### src/rtl/pocc_pkg.sv
// ----------------------------------------------------------------------------
// pocc_pkg
// Shared widths, codes and word types of the occasion collision checker.
// ----------------------------------------------------------------------------
package pocc_pkg;

    localparam int OP_W     = 2;
    localparam int SYM_W    = 4;
    localparam int ROW_W    = 12;
    localparam int PERIOD_W = 14;
    localparam int OFFSET_W = 16;
    localparam int START_W  = 9;
    localparam int STOP_W   = 10;
    localparam int KIND_W   = 2;
    localparam int TAG_W    = 8;
    localparam int STATUS_W = 2;
    localparam int HIT_W    = 6;
    localparam int SLOT_W   = 27;

    localparam int DEF_MAX_ENTRIES = 64;
    localparam int DEF_SYMBOLS     = 14;
    localparam int DEF_SUBCARRIERS = 12;
    localparam int DEF_MAX_PERIOD  = 10240;

    localparam logic [OP_W-1:0] OPC_STAGE = 2'd0;
    localparam logic [OP_W-1:0] OPC_ADD   = 2'd1;
    localparam logic [OP_W-1:0] OPC_CLEAR = 2'd2;
    localparam logic [OP_W-1:0] OPC_RSVD  = 2'd3;

    localparam logic [STATUS_W-1:0] STATUS_NONE = 2'd0;
    localparam logic [STATUS_W-1:0] STATUS_HIT  = 2'd1;
    localparam logic [STATUS_W-1:0] STATUS_FULL = 2'd2;

    typedef enum logic [1:0] {
        CMD_STAGE,
        CMD_ADD,
        CMD_CLEAR
    } cmd_kind_t;

    typedef struct packed {
        logic [OP_W-1:0]     operation;
        logic [SYM_W-1:0]    symbol_index;
        logic [ROW_W-1:0]    element_row;
        logic [PERIOD_W-1:0] period;
        logic [OFFSET_W-1:0] offset;
        logic [START_W-1:0]  block_start;
        logic [STOP_W-1:0]   block_stop;
        logic [KIND_W-1:0]   source_kind;
        logic [TAG_W-1:0]    primary_tag;
        logic [TAG_W-1:0]    secondary_tag;
    } item_t;

    typedef struct packed {
        logic [STATUS_W-1:0] status;
        logic [HIT_W-1:0]    hit_index;
        logic [KIND_W-1:0]   hit_kind;
        logic [TAG_W-1:0]    hit_primary;
        logic [TAG_W-1:0]    hit_secondary;
        logic [SLOT_W-1:0]   first_slot;
        logic [SLOT_W-1:0]   joint_period;
    } result_t;

    typedef struct packed {
        cmd_kind_t           kind;
        logic [SYM_W-1:0]    sym;
        logic [ROW_W-1:0]    row;
        logic [PERIOD_W-1:0] period;
        logic [OFFSET_W-1:0] offset;
        logic [START_W-1:0]  start;
        logic [STOP_W-1:0]   stop;
        logic [KIND_W-1:0]   src_kind;
        logic [TAG_W-1:0]    primary;
        logic [TAG_W-1:0]    secondary;
    } cmd_t;

endpackage

### src/rtl/pocc_front.sv
// ----------------------------------------------------------------------------
// pocc_front
// Accepts input words, decodes the operation, clamps the period and queues
// commands for the back end in a two-entry queue.
// ----------------------------------------------------------------------------
module pocc_front #(
    parameter int MAX_PERIOD = pocc_pkg::DEF_MAX_PERIOD
) (
    input  logic            clk,
    input  logic            rst_n,
    input  logic            push,
    output logic            full,
    input  pocc_pkg::item_t item,
    output logic            cmd_valid,
    input  logic            cmd_pop,
    output pocc_pkg::cmd_t  cmd
);
    import pocc_pkg::*;

    cmd_t       fifo_reg [2];
    logic       wr_ptr_reg;
    logic       rd_ptr_reg;
    logic [1:0] cnt_reg;
    cmd_t       dec;
    logic       known;
    logic       wr_en;
    logic       rd_en;

    always_comb
    begin
        dec           = '0;
        known         = 1'b1;
        dec.sym       = item.symbol_index;
        dec.row       = item.element_row;
        dec.offset    = item.offset;
        dec.start     = item.block_start;
        dec.stop      = item.block_stop;
        dec.src_kind  = item.source_kind;
        dec.primary   = item.primary_tag;
        dec.secondary = item.secondary_tag;
        if (item.period == '0)
            dec.period = PERIOD_W'(1);
        else if (int'(item.period) > MAX_PERIOD)
            dec.period = PERIOD_W'(MAX_PERIOD);
        else
            dec.period = item.period;
        case (item.operation)
            OPC_STAGE: dec.kind = CMD_STAGE;
            OPC_ADD:   dec.kind = CMD_ADD;
            OPC_CLEAR: dec.kind = CMD_CLEAR;
            default:
            begin
                dec.kind = CMD_STAGE;
                known    = 1'b0;
            end
        endcase
    end

    assign full      = (cnt_reg == 2'd2);
    assign cmd_valid = (cnt_reg != 2'd0);
    assign cmd       = fifo_reg[rd_ptr_reg];
    assign wr_en     = push && !full && known;
    assign rd_en     = cmd_pop && cmd_valid;

    always_ff @(posedge clk)
    begin
        if (wr_en)
            fifo_reg[wr_ptr_reg] <= dec;
    end

    always_ff @(posedge clk or negedge rst_n)
    begin
        if (!rst_n)
        begin
            wr_ptr_reg <= 1'b0;
            rd_ptr_reg <= 1'b0;
            cnt_reg    <= 2'd0;
        end
        else
        begin
            if (wr_en)
                wr_ptr_reg <= !wr_ptr_reg;
            if (rd_en)
                rd_ptr_reg <= !rd_ptr_reg;
            if (wr_en && !rd_en)
                cnt_reg <= cnt_reg + 2'd1;
            else if (rd_en && !wr_en)
                cnt_reg <= cnt_reg - 2'd1;
        end
    end

endmodule

### config.mk
export PLATFORM = sky130hd
export DESIGN_NAME = pocc_front
export DESIGN_NICKNAME = d
export VERILOG_FILES = /design/src/rtl/pocc_pkg.sv /design/src/rtl/pocc_front.sv
export SDC_FILE = /design/constraint.sdc
export NUM_CORES = 1
export LEC_CHECK = 0
export ABC_AREA = 1
export BUFFER_PORTS_ARGS = -buffer_cell sky130_fd_sc_hd__buf_2
export CORE_MARGIN = 3
export CORE_UTILIZATION = 45
export DETAILED_ROUTE_END_ITERATION = 16
export PLACE_DENSITY = 0.7
export RECOVER_POWER = 25
export REMOVE_ABC_BUFFERS = 1
export SYNTH_ARGS = -nofsm -noshare
export SYNTH_HDL_FRONTEND = slang
export SYNTH_SLANG_ARGS = --single-unit
### constraint.sdc
create_clock -name clk -period 5.5 [get_ports clk]
set_input_delay 1.1 -clock clk [delete_from_list [all_inputs] [get_ports clk]]
set_output_delay 1.1 -clock clk [all_outputs]
set_load 0.02 [all_outputs]
After elaboration in Yosys (flattened, before gate mapping) --
Memories as Yosys holds them, arrays and structs flattened. Index checks and enable logic that the tools add are counted.
Operators by class: $add $sub $neg 2, multipliers 0, divide/modulo/power cells 0, order comparisons 1, eq/ne operators 3, shifts and indexed selects 0, mux-type cells 8, bitwise gates (word level) 0, reduce and logical (&&, ||, !) cells 15
Operators by type and width (count):
- $mux W14 | 2
- $gt A14 B14 Y1 const B | 1
- $logic_not A14 Y1 | 1
- $logic_and A1 B1 Y1 | 5
- $logic_not A1 Y1 | 5
- $eq A2 B2 Y1 const B | 2
- $mux W2 | 2
- $pmux W2 S2 | 1
- $reduce_bool A2 Y1 | 2
- $mux W1 | 3
- $reduce_or A3 Y1 | 1
- $add A2 B1 Y2 const B | 1
- $eq A2 B1 Y1 const B | 1
- $logic_not A2 Y1 | 1
- $sub A2 B1 Y2 const B | 1
Word-level totals: register bits after elaboration 4, bits in latches 0, RAM bits 170, ROM bits 0, input bits 89, output and inout bits 87, word-level logic and storage cells 33, memories kept 1
Memory list:
- fifo_reg | depth 2, width 85, rd ports 1, clocked after memory_dff 0, write ports 1, line pocc_front.sv:20 | cmd_t fifo_reg [2];

Longest topological paths before layout --
depth in word-level cells 8, gate-level depth with buffers 8, mapped depth without buffers 8

Worst setup path after synthesis --
No wires, ideal clock.
kind input -> register, start point in item[84] in the netlist's numbering, end point mem fifo_reg[1][0] in the netlist's numbering, enable pin, setup time 0.531 ns, data arrival time 4.843 ns, required time 4.969 ns, path slack 0.127 ns, stages 3, path buffers 0, path through nand2_1 nand3_1 nor2_1
On the way: longest elaborated chain between the ends 6, elaborated cells between the ends (all ways) 8, classes of those cells 2 x eq/ne; 3 x mux; 3 x reduce/logical
RTL lines:
- start, declared | line pocc_front.sv:13 | input pocc_pkg::item_t item,
- $eq A2 B2 Y1 (tied with other cells) | line pocc_front.sv:47 | case (item.operation)
- $reduce_or A3 Y1 (no source line) *
- $mux W1 * | line pocc_front.sv:47
- $logic_and A1 B1 Y1 * | line pocc_front.sv:62 | assign wr_en = push && !full && known;
- $mux W1 * | line pocc_front.sv:67 | if (wr_en)
- $mux W1 (not written as such) * | line pocc_front.sv:68 | fifo_reg[wr_ptr_reg] <= dec;
- end, declared | line pocc_front.sv:20
Mark *: on every way between the ends. The rest lies on a longest branch, timed or not.

==> qor.yml <==
outcome:
  outcome: "completed"
critical_path:
  critical_path_class: "register to output pin"
  crit-reg2reg-launch: "cnt_reg[0]$_DFFE_PN0P_"
  path_cells: "inv_2 -> buf_4 -> nand2_1 -> nand2_1 -> buf_2"
  slowest_delay_ns: 0.58
  reg2reg_depth: 5
  timing.reg2reg.setup_slack_ns: 3.10
  critPathSlowestCell: "buf_4"
  path_buf_inv: 3
  cp.required_ns: 4.40
  r2r-end: "fifo_reg[1][10]$_DFFE_PP_"
  cp.arrival_ns: 2.27
  crit_family: "buffers and inverters"
  critPathLaunchType: "register"
  cp_max_fo: 51
  crit_cells: 5
  end_kind: "output pin"
  worst_path_most_repeated_cell: "nand2_1"
drt:
  antenna_left: 0
  drt_first_pass_iters: 5
  drt-vias-per-instance: 4.780
  routed_wirelength_mm: 13.36
  vias: 4202
  wl_per_cell_um: 15.20
  drt-initial-drc-count: 263
  drc: 0
power_and_ir_drop:
  p_comb_share_pct: 33.6
  p_sw_w: 0.001624
  finalPower_w: 0.004534
  seqPwrFrac_pct: 39.6
  p_per_area_nw_per_um2: 549.4
  p_leak_nw: 3.490
  switching_share_pct: 35.82
  peakVddDrop_mv: 0.3487
  intPower_w: 0.002910
  clkPwrFrac_pct: 26.8
floorplan:
  core_area_um2: 14150
  die_area_um2: 16210
  io_pins: 176
  die_h_um: 127.3
  initial_core_util_pct: 46.80
  die_w_um: 127.3
  rows: 43
cts:
  post_cts_buffers: 0
  cts_resized: 0
  clkLatencyLatePin_ns: 0.42
  htree_levels: 4
  ctsRootBufferMaster: "clkbuf_16"
  clk_pin_slew_worst_paths_ns: 0.06
  cts_buffers: 17
  hold_buffers: 0
  cts_sinks: 174
  cts_tree: "yes"
  cts_buffer_depth: 2
final_layout:
  final_cell_mix: "nand2_1, edfxtp_1, buf_2, clkbuf_1, clkbuf_16"
  diodes: 0
  final_common_cell: "nand2_1"
  area_delta_synth_final_pct: 24.62
  nets: 777
  largest_reg_flops: 170
  utilization_pct: 58.33
  drive_gt1_share_pct: 28.47
  stdcell_area_um2: 8253
grt:
  grt_pass1_vias: 4083
  antenna_found_initial: 0
  grt_max_degree: 86
  grt_use_total_pct: 16.86
  gr-total-overflow: 0
  grt_pass1_wl_mm: 20.85
logic_synthesis:
  synth.avg_cell_area_um2: 12.96
  yosys_warnings: 0
  synth-seq-cells: 174
  syn-cell-area_um2: 6623
  seq_area_frac_synth_pct: 78.59
  postSynthCellCount: 511
  synth_cell_types: 23
placement:
  numPortBuffers: 175
  pre_cts_ws_ns: 2.272
  gp_congestion: 0.7526
  hpwl_mm: 8.718
  place_area_um2: 7684
sta:
  min_period_ns: 3.370
  slew_viol_final: 0
  setup_ws_ns: 2.130
  rsz0062_at_grt: "false"
  setup_violations: 0
  setup_tns_ns: 0
  hold_violations: 0
  max_slew_margin_pct: 21.88
  fmax_ghz: 0.2967
  fin_crit_sh_pct: 61.28
  worst_pin_slew_ns: 1.169
  final.setup_skew_ns: 0.006185
worst_hold_path:
  hold_depth: 1
  hold_start: "cnt_reg[0]$_DFFE_PN0P_"
  hp-class: "register to register"
  whs_endpoint: "cnt_reg[0]$_DFFE_PN0P_"
flow_run:
  cap_violations: 0
worst max-delay path by stage:
stage,start,endpoint,slack [ns]
3_5_place_dp,item[84],fifo_reg[1][10]$_DFFE_PP_,2.27
4_1_cts,rd_ptr_reg$_DFFE_PN0P_,cmd[22],2.06
5_1_grt,rd_ptr_reg$_DFFE_PN0P_,cmd[4],1.91
2_1_floorplan,item[84],fifo_reg[1][0]$_DFFE_PP_,0.13
6_report,rd_ptr_reg$_DFFE_PN0P_,cmd[22],2.13
3_3_place_gp,item[84],fifo_reg[1][46]$_DFFE_PP_,2.29
layout make-up:
class	count	area [um2]
multi-input combinational	304	1280
clock buffer	18	429.2
inverter	11	41.29
fill	1190	5897
tap	180	225.2
clock inverter	13	172.7
timing repair buffer	179	898.4
sequential	174	5206
logic make-up after synthesis:
kind of cell | count (synthesis) | synth area share [%]
xor+xnor | 3 | 0.3968
compound gates | 13 | 1.965
flops | 174 | 78.59
fa+ha+maj | 1 | 0.1889
buf+inv | 33 | 2.305
simple gates | 287 | 16.55
Yosys cell counts:
cell type | n | area (um2)
o21ai_1 | 1 | 5.000
nor2_4 | 1 | 11.26
nor2_1 | 13 | 48.80
nand2_1 | 267 | 1002
buf_6 | 1 | 11.26
buf_2 | 11 | 55.05
nand3_1 | 2 | 10.01
nor2_2 | 1 | 6.260
dfrtp_1 | 4 | 100.1
a21boi_1 | 1 | 7.510
ha_1 | 1 | 12.51
inv_1 | 9 | 33.78
inv_2 | 2 | 7.510
a21oi_1 | 1 | 5.000
nand2_2 | 1 | 6.260
nor3_1 | 1 | 5.000
or2_1 | 1 | 6.260
clkbuf_1 | 8 | 30.03
edfxtp_1 | 170 | 5105
xor2_1 | 2 | 17.52
xnor2_1 | 1 | 8.760
a21boi_2 | 10 | 112.6
buf_4 | 2 | 15.01
through the flow:
| stage | instances | hold slack, ns |
|---|---|---|
| floorplan | 489 | 0.4656 |
| global placement | 848 | 0.4785 |
| detailed placement | 848 | 0.4853 |
| CTS | 879 | 0.4554 |
| global route | 879 | 0.5006 |
| finish | 879 | 0.4927 |
routing by layer:
metal / wire length (um) / GRT usage [%] / vias to the layer above
met2: 6433 / 26.76 / 140
met5: 0 / 0 / -
met3: 965 / 4.849 / 21
li1: - / - / 2065
met4: 258 / 6.877 / 0
met1: 5703 / 22.01 / 1976
power groups by stage:
| stage | registers, W | logic, W | clock network, W |
|---|---|---|---|
| after floorplan | 0.00189 | 0.000925 | 0 |
| after global placement | 0.00181 | 0.00154 | 0 |
| after detailed placement | 0.00182 | 0.00156 | 0 |
| after CTS | 0.00180 | 0.00156 | 0.00124 |
| after global routing | 0.00181 | 0.00169 | 0.00130 |
| final | 0.00179 | 0.00152 | 0.00122 |
No activity file was read; power rests on OpenSTA's default activity.
